==> src/rtl/belt_block_encrypt_core_assert.svh <==
// ---------------------------------------------------------------------------
// Assertion macros for the block encryption core
// Clocked implication checks that vanish when SYNTH is defined.
// ---------------------------------------------------------------------------
`ifndef BELT_BLOCK_ENCRYPT_CORE_ASSERT_SVH
`define BELT_BLOCK_ENCRYPT_CORE_ASSERT_SVH
`ifndef SYNTH
// Antecedent implies consequent in the same cycle.
`define BELT_ASSERT_IMP(label, clk, rst_n, ante, cons) \
	label: assert property (@(posedge clk) disable iff (!rst_n) (ante) |-> (cons)) \
		else $error("assertion failed");
// Antecedent implies consequent in the next cycle.
`define BELT_ASSERT_NEXT(label, clk, rst_n, ante, cons) \
	label: assert property (@(posedge clk) disable iff (!rst_n) (ante) |=> (cons)) \
		else $error("assertion failed");
`else
`define BELT_ASSERT_IMP(label, clk, rst_n, ante, cons)
`define BELT_ASSERT_NEXT(label, clk, rst_n, ante, cons)
`endif
`endif

==> src/rtl/belt_pkg.sv <==
// ---------------------------------------------------------------------------
// Block encryption package
// Round types, the H substitution box and the G transform.
// ---------------------------------------------------------------------------
package belt_pkg;

	typedef logic [31:0] word_t;

	// Four state words of a block moving through the rounds.
	typedef struct packed {
		word_t a;
		word_t b;
		word_t c;
		word_t d;
	} blk_t;

	// Register indexes of the configuration port.
	localparam logic [2:0] REG_KEY_01 = 3'd0;
	localparam logic [2:0] REG_KEY_23 = 3'd1;
	localparam logic [2:0] REG_KEY_45 = 3'd2;
	localparam logic [2:0] REG_KEY_67 = 3'd3;
	localparam logic [2:0] REG_KEY_SIZE = 3'd4;

	// Key size codes.
	localparam logic [1:0] KSIZE_128 = 2'd0;
	localparam logic [1:0] KSIZE_192 = 2'd1;

	// H substitution box.
	function automatic logic [7:0] sbox_h(input logic [7:0] x);
		logic [7:0] tbl [256];
		tbl = '{
		8'hB1,8'h94,8'hBA,8'hC8,8'h0A,8'h08,8'hF5,8'h3B,8'h36,8'h6D,8'h00,8'h8E,8'h58,8'h4A,8'h5D,8'hE4,
		8'h85,8'h04,8'hFA,8'h9D,8'h1B,8'hB6,8'hC7,8'hAC,8'h25,8'h2E,8'h72,8'hC2,8'h02,8'hFD,8'hCE,8'h0D,
		8'h5B,8'hE3,8'hD6,8'h12,8'h17,8'hB9,8'h61,8'h81,8'hFE,8'h67,8'h86,8'hAD,8'h71,8'h6B,8'h89,8'h0B,
		8'h5C,8'hB0,8'hC0,8'hFF,8'h33,8'hC3,8'h56,8'hB8,8'h35,8'hC4,8'h05,8'hAE,8'hD8,8'hE0,8'h7F,8'h99,
		8'hE1,8'h2B,8'hDC,8'h1A,8'hE2,8'h82,8'h57,8'hEC,8'h70,8'h3F,8'hCC,8'hF0,8'h95,8'hEE,8'h8D,8'hF1,
		8'hC1,8'hAB,8'h76,8'h38,8'h9F,8'hE6,8'h78,8'hCA,8'hF7,8'hC6,8'hF8,8'h60,8'hD5,8'hBB,8'h9C,8'h4F,
		8'hF3,8'h3C,8'h65,8'h7B,8'h63,8'h7C,8'h30,8'h6A,8'hDD,8'h4E,8'hA7,8'h79,8'h9E,8'hB2,8'h3D,8'h31,
		8'h3E,8'h98,8'hB5,8'h6E,8'h27,8'hD3,8'hBC,8'hCF,8'h59,8'h1E,8'h18,8'h1F,8'h4C,8'h5A,8'hB7,8'h93,
		8'hE9,8'hDE,8'hE7,8'h2C,8'h8F,8'h0C,8'h0F,8'hA6,8'h2D,8'hDB,8'h49,8'hF4,8'h6F,8'h73,8'h96,8'h47,
		8'h06,8'h07,8'h53,8'h16,8'hED,8'h24,8'h7A,8'h37,8'h39,8'hCB,8'hA3,8'h83,8'h03,8'hA9,8'h8B,8'hF6,
		8'h92,8'hBD,8'h9B,8'h1C,8'hE5,8'hD1,8'h41,8'h01,8'h54,8'h45,8'hFB,8'hC9,8'h5E,8'h4D,8'h0E,8'hF2,
		8'h68,8'h20,8'h80,8'hAA,8'h22,8'h7D,8'h64,8'h2F,8'h26,8'h87,8'hF9,8'h34,8'h90,8'h40,8'h55,8'h11,
		8'hBE,8'h32,8'h97,8'h13,8'h43,8'hFC,8'h9A,8'h48,8'hA0,8'h2A,8'h88,8'h5F,8'h19,8'h4B,8'h09,8'hA1,
		8'h7E,8'hCD,8'hA4,8'hD0,8'h15,8'h44,8'hAF,8'h8C,8'hA5,8'h84,8'h50,8'hBF,8'h66,8'hD2,8'hE8,8'h8A,
		8'hA2,8'hD7,8'h46,8'h52,8'h42,8'hA8,8'hDF,8'hB3,8'h69,8'h74,8'hC5,8'h51,8'hEB,8'h23,8'h29,8'h21,
		8'hD4,8'hEF,8'hD9,8'hB4,8'h3A,8'h62,8'h28,8'h75,8'h91,8'h14,8'h10,8'hEA,8'h77,8'h6C,8'hDA,8'h1D};
		return tbl[x];
	endfunction

	// G transform: byte substitution, then rotate left by r.
	function automatic word_t g_fn(input word_t x, input logic [4:0] r);
		word_t y;
		y = {sbox_h(x[31:24]), sbox_h(x[23:16]), sbox_h(x[15:8]), sbox_h(x[7:0])};
		return (y << r) | (y >> (6'd32 - {1'b0, r}));
	endfunction

endpackage

==> src/rtl/belt_keysched.sv <==
// ---------------------------------------------------------------------------
// Key registers and expansion
// Holds the configuration registers and produces the eight expanded words.
// ---------------------------------------------------------------------------
module belt_keysched (
	input  logic                clk,
	input  logic                arst_n,
	input  logic                cfg_we,
	input  logic [2:0]          cfg_index,
	input  logic [63:0]         cfg_data,
	output belt_pkg::word_t     ek [8]
);

	logic [63:0] key01_q, key23_q, key45_q, key67_q;
	logic [1:0]  ksize_q;
	belt_pkg::word_t k [8];

	// Register writes; indexes beyond the list are dropped.
	always_ff @(posedge clk or negedge arst_n) begin
		if (!arst_n) begin
			key01_q <= '0;
			key23_q <= '0;
			key45_q <= '0;
			key67_q <= '0;
			ksize_q <= 2'd2;
		end else if (cfg_we) begin
			case (cfg_index)
				belt_pkg::REG_KEY_01: key01_q <= cfg_data;
				belt_pkg::REG_KEY_23: key23_q <= cfg_data;
				belt_pkg::REG_KEY_45: key45_q <= cfg_data;
				belt_pkg::REG_KEY_67: key67_q <= cfg_data;
				belt_pkg::REG_KEY_SIZE: ksize_q <= cfg_data[1:0];
				default: ;
			endcase
		end
	end

	assign k[0] = key01_q[31:0];
	assign k[1] = key01_q[63:32];
	assign k[2] = key23_q[31:0];
	assign k[3] = key23_q[63:32];
	assign k[4] = key45_q[31:0];
	assign k[5] = key45_q[63:32];
	assign k[6] = key67_q[31:0];
	assign k[7] = key67_q[63:32];

	// Expansion by key size; code 3 acts as a 256-bit key.
	always_comb begin
		for (int i = 0; i < 8; i++) ek[i] = k[i];
		case (ksize_q)
			belt_pkg::KSIZE_128: begin
				for (int i = 0; i < 4; i++) ek[i + 4] = k[i];
			end
			belt_pkg::KSIZE_192: begin
				ek[6] = k[0] ^ k[1] ^ k[2];
				ek[7] = k[3] ^ k[4] ^ k[5];
			end
			default: ;
		endcase
	end

endmodule

==> config.mk <==
export PLATFORM = sky130hd
export DESIGN_NAME = belt_keysched
export DESIGN_NICKNAME = d
export VERILOG_FILES = /design/src/rtl/belt_block_encrypt_core_assert.svh /design/src/rtl/belt_pkg.sv /design/src/rtl/belt_keysched.sv
export SDC_FILE = /design/constraint.sdc
export NUM_CORES = 1
export LEC_CHECK = 0
export CORE_UTILIZATION = 51
export CTS_CLUSTER_DIAMETER = 120
export CTS_CLUSTER_SIZE = 20
export DETAILED_ROUTE_END_ITERATION = 10
export DONT_BUFFER_PORTS = 1
export GPL_TIMING_DRIVEN = 0
export PLACE_DENSITY = 0.66
export SYNTH_ARGS = -nofsm -noshare
export SYNTH_HDL_FRONTEND = slang
export SYNTH_SLANG_ARGS = --single-unit
export TNS_END_PERCENT = 5
==> constraint.sdc <==
create_clock -name clk -period 2 [get_ports clk]
set_clock_uncertainty 0.2 [all_clocks]
set_input_delay 0.3 -clock clk [delete_from_list [all_inputs] [get_ports clk]]
set_output_delay 0.3 -clock clk [all_outputs]
set_load 0.05 [all_outputs]
# After elaboration in Yosys (flattened, before gate mapping)
# Cells that the tools add are included.
[word_totals]
elab_cells = 23
out_inout_bits = 256
in_bits = 70
register_bits = 258
[op_classes]
bitwise = 4
n_reduce_logical = 7
n_mux = 2
eq_ne = 5
[op_table]
columns = ["cell", "count"]
rows = [
  ["64-bit one-hot mux with 2 select lines", 1],
  ["32-bit bitwise XOR", 4],
  ["64-bit two-way mux", 1],
  ["2-bit AND reduction", 5],
  ["3-bit by 2-bit equality test with 1-bit output, second input constant", 2],
  ["3-bit by 1-bit equality test with 1-bit output, second input constant", 1],
  ["3-bit equality test, second input constant", 1],
  ["3-bit zero test", 1],
  ["2-bit by 1-bit equality test with 1-bit output, second input constant", 1],
  ["2-bit zero test", 1],
]

# Longest topological paths before layout
[depth]
ltp_word = 3
mapped_depth = 5

# Worst setup path after synthesis
# OpenSTA, ideal clock, no wires.
[synth_path]
path_kind = "reg-to-output"
start = "register key01_q[53]"
end = "output ek[53] (netlist bit)"
slack_ns = -0.140
t_arrival_ns = 1.640
path_buffers = 0
path_stages_with_launch = 4
cell_sequence = "dfrtp_1 > xnor2_1 > or4b_1 > nand3_1"
[synth_lines]
columns = ["element", "line_no", "text"]
rows = [
  ["from (decl)", "belt_keysched.sv:14", "logic [63:0] key01_q, key23_q, key45_q, key67_q;"],
  ["from (signal assigned)", "belt_keysched.sv:28", "belt_pkg::REG_KEY_01: key01_q <= cfg_data;"],
  ["to (decl)", "belt_keysched.sv:11", "output belt_pkg::word_t ek [8]"],
]

==> flow_summary_export.csv <==
group,metric,value,unit
outcome,status,"finished, violations left",
outcome,violations,"negative hold slack, negative setup slack",
floorplanning,die_area,28000,sq um
worst_setup_path,cp-start-kind,"flop",
floorplanning,initial_core_util,51.88,%
detailed_routing,met2WireLength,18960,microns
floorplanning,die_w,167.3,microns
global_route,grt_pass1_vias,9497,
cts,cts_root_buf,"clkbuf_16",
cts,cts_tree,"done",
logic_synthesis,synthTopCellsByArea,"dfrtp_1 46%, mux2_4 19%, mux2_2 11%",
timing,fin_crit,2.502,ns
detailed_routing,dr.pass1.iters,4,
floorplanning,fp.coreArea,26880,sq um
detailed_routing,drt_iter0_drc,557,
global_route,grt.total_usage,28.63,%
floorplanning,die_h,167.3,microns
worst_setup_path,crit_fanout,4,
timing,period_share,125.1,%
worst_setup_path,r2r-end,"ksize_q[1]",
floorplanning,num_io_pins,326,
detailed_routing,wl_met1,17410,microns
worst_setup_path,rrSetupSlack,0.50,ns
final_layout,drive_above_1_share,63.58,%
worst_setup_path,crit_end,"ek[34]",
worst_setup_path,worstSetupPathType,"flop to output pin",
detailed_routing,drc_errors,0,
power_and_ir_drop,peakVddDrop,929.8,uV
logic_synthesis,syn_nets,1047,
final_layout,nNetsFinal,1139,
timing,hold_ws,-0.6986,ns
timing,hold_violations,258,
global_route,grt_max_degree,259,
detailed_routing,ant_nets,0,
logic_synthesis,syn_avg_cell_area,14.27,sq um
worst_setup_path,arrival,2.00,ns
cts,numCtsBuffers,16,
cts,postCtsHoldBufs,68,
run,max_cap_viol_count,0,
global_route,gr-total-overflow,0,
placement,pre_cts_slack,-0.6175,ns
placement,gp_congestion,0.8115,
final_layout,final_common_cell,"mux2_4",
logic_synthesis,ys_ff_latch,258,
worst_setup_path,r2r_start,"ksize_q[1]",
timing,slew_violations,0,
cts,htree_levels,1,
final_layout,final_cell_mix,"239 x mux2_4, 181 x dfrtp_1, 83 x mux2_2",
final_layout,area_growth,26.95,%
placement,place_hpwl,25890,microns
timing,rsz0062_at_grt,"true",
detailed_routing,via_per_inst,6.293,
detailed_routing,routedWlPerCell,28.31,microns
logic_synthesis,syn_area,13940,sq um
cts,clock_latency,0.50,ns
timing,tightest_slew,0.7326,ns
worst_setup_path,worstRegToRegCells,4,
placement,port-buffer-count,0,
final_layout,n_antenna_cell,0,
final_layout,final_util,65.86,%
power_and_ir_drop,power_density,1427,nW/um^2
timing,fin_ws,-0.5020,ns
detailed_routing,top_layer_used,"met4",
detailed_routing,wirelength,40210,microns
cts,clock_sinks,258,
worst_hold_path,min_path_type,"input pin to asynchronous set/reset pin",
global_route,grt_pass1_wl,61350,microns
logic_synthesis,synthCells,977,
detailed_routing,vias,8936,
logic_synthesis,synth_top_area_cell,"dfrtp_1",
global_route,antenna_found_initial,0,
power_and_ir_drop,p_leak,7.357,nW
timing,relSlewSlack,51.16,%
cts,cts_buffer_depth,3,
logic_synthesis,yosys_warnings,0,
worst_setup_path,worstPathRequired,1.50,ns
timing,max_freq,399.7,MHz
logic_synthesis,synthDistinctLibCells,21,
worst_setup_path,end_kind,"output pin",
logic_synthesis,yosysTopAreaCellShare,46.13,%
detailed_routing,route.met3.wl,2761,microns
cts,clk_pin_slew_worst_paths,0.09,ns
timing,finalSetupTns,-57.81,ns
logic_synthesis,yosysSeqAreaShare,46.32,%
worst_setup_path,critPathLaunch,"key01_q[2]",
floorplanning,floorplan.rows,60,
timing,setup_viol,128,
cells in the mapped netlist (all sizes together):
cell type	number
dfstp	1
xnor2	64
clkbuf	23
a22oi	64
nand2	1
dfrtp	257
nand3	64
nand4b	1
and4bb	2
or4b	64
nor4b	1
nor3	1
nor2	1
buf	47
mux2	322
nand3b	64
kinds of logic after synthesis:
group	synth area share, %
xor gates and xnor gates	4.020
buffers and inverters	4.586
DFF	46.32
AOI/OAI and AO/OA	3.446
muxes	30.85
and+or+nand+nor	10.78
worst max-delay path: stages (launching register included):
cell	delay (ns)
dfrtp_4	0.60
xnor2_2	0.18
or4b_4	0.50
nand3_4	0.21
area by class of cell:
cell class	count	area (sq um)
Timing Repair Buffer	74	735.7
Multi-Input combinational cell	649	8464
Buffer	70	1041
Tap cell	341	426.7
Fill cell	1923	9176
Sequential cell	258	6555
Clock buffer	28	476.7
metrics by stage:
step                power [W]  cell area (sq um)  std cells
floorplan             0.01754              14010        977
global placement      0.01898              14440       1318
detailed placement    0.01912              14440       1318
CTS                   0.02514              17640       1419
global route          0.02607              17700       1420
finish                0.02526              17700       1420
where the power goes:
part / leakage (nW) / switching [W] / internal (W)
Sequential: 3.01 / 0.00366 / 0.00640
Combinational: 4.12 / 0.00714 / 0.00459
Clock: 0.228 / 0.00183 / 0.00164
registers in the layout, summed over array words and instances (netlist names):
signal,flops
key01_q,64
key67_q,64
key45_q,64
key23_q,64
ksize_q,2
what timing repair did:
action / in CTS / in global routing
pin swaps: 38 / 21
buffers inserted: 3 / 1
setup endpoints to repair: 128 / 128
resized for setup: 456 / 15
endpoints found under the hold margin: 516 / 258
cloned: 2 / 0
worst min-delay path by stage:
stage	slack, ns	startpoint	end	cells past startpoint
floorplan	-0.20	arst_n	key01_q[0]	0
global placement	-0.19	arst_n	key45_q[48]	0
detailed placement	-0.19	arst_n	key67_q[48]	0
CTS	-0.72	arst_n	key23_q[54]	0
global route	-0.72	arst_n	key45_q[45]	0
finish	-0.70	arst_n	key45_q[48]	0
metal layers:
metal	vias up	GRT usage [%]
li1	3835	-
met1	4746	38.65
met2	292	45.38
met3	63	6.949
met4	0	9.134
met5	-	0
Note: power is estimated with default switching activity, not from simulation.
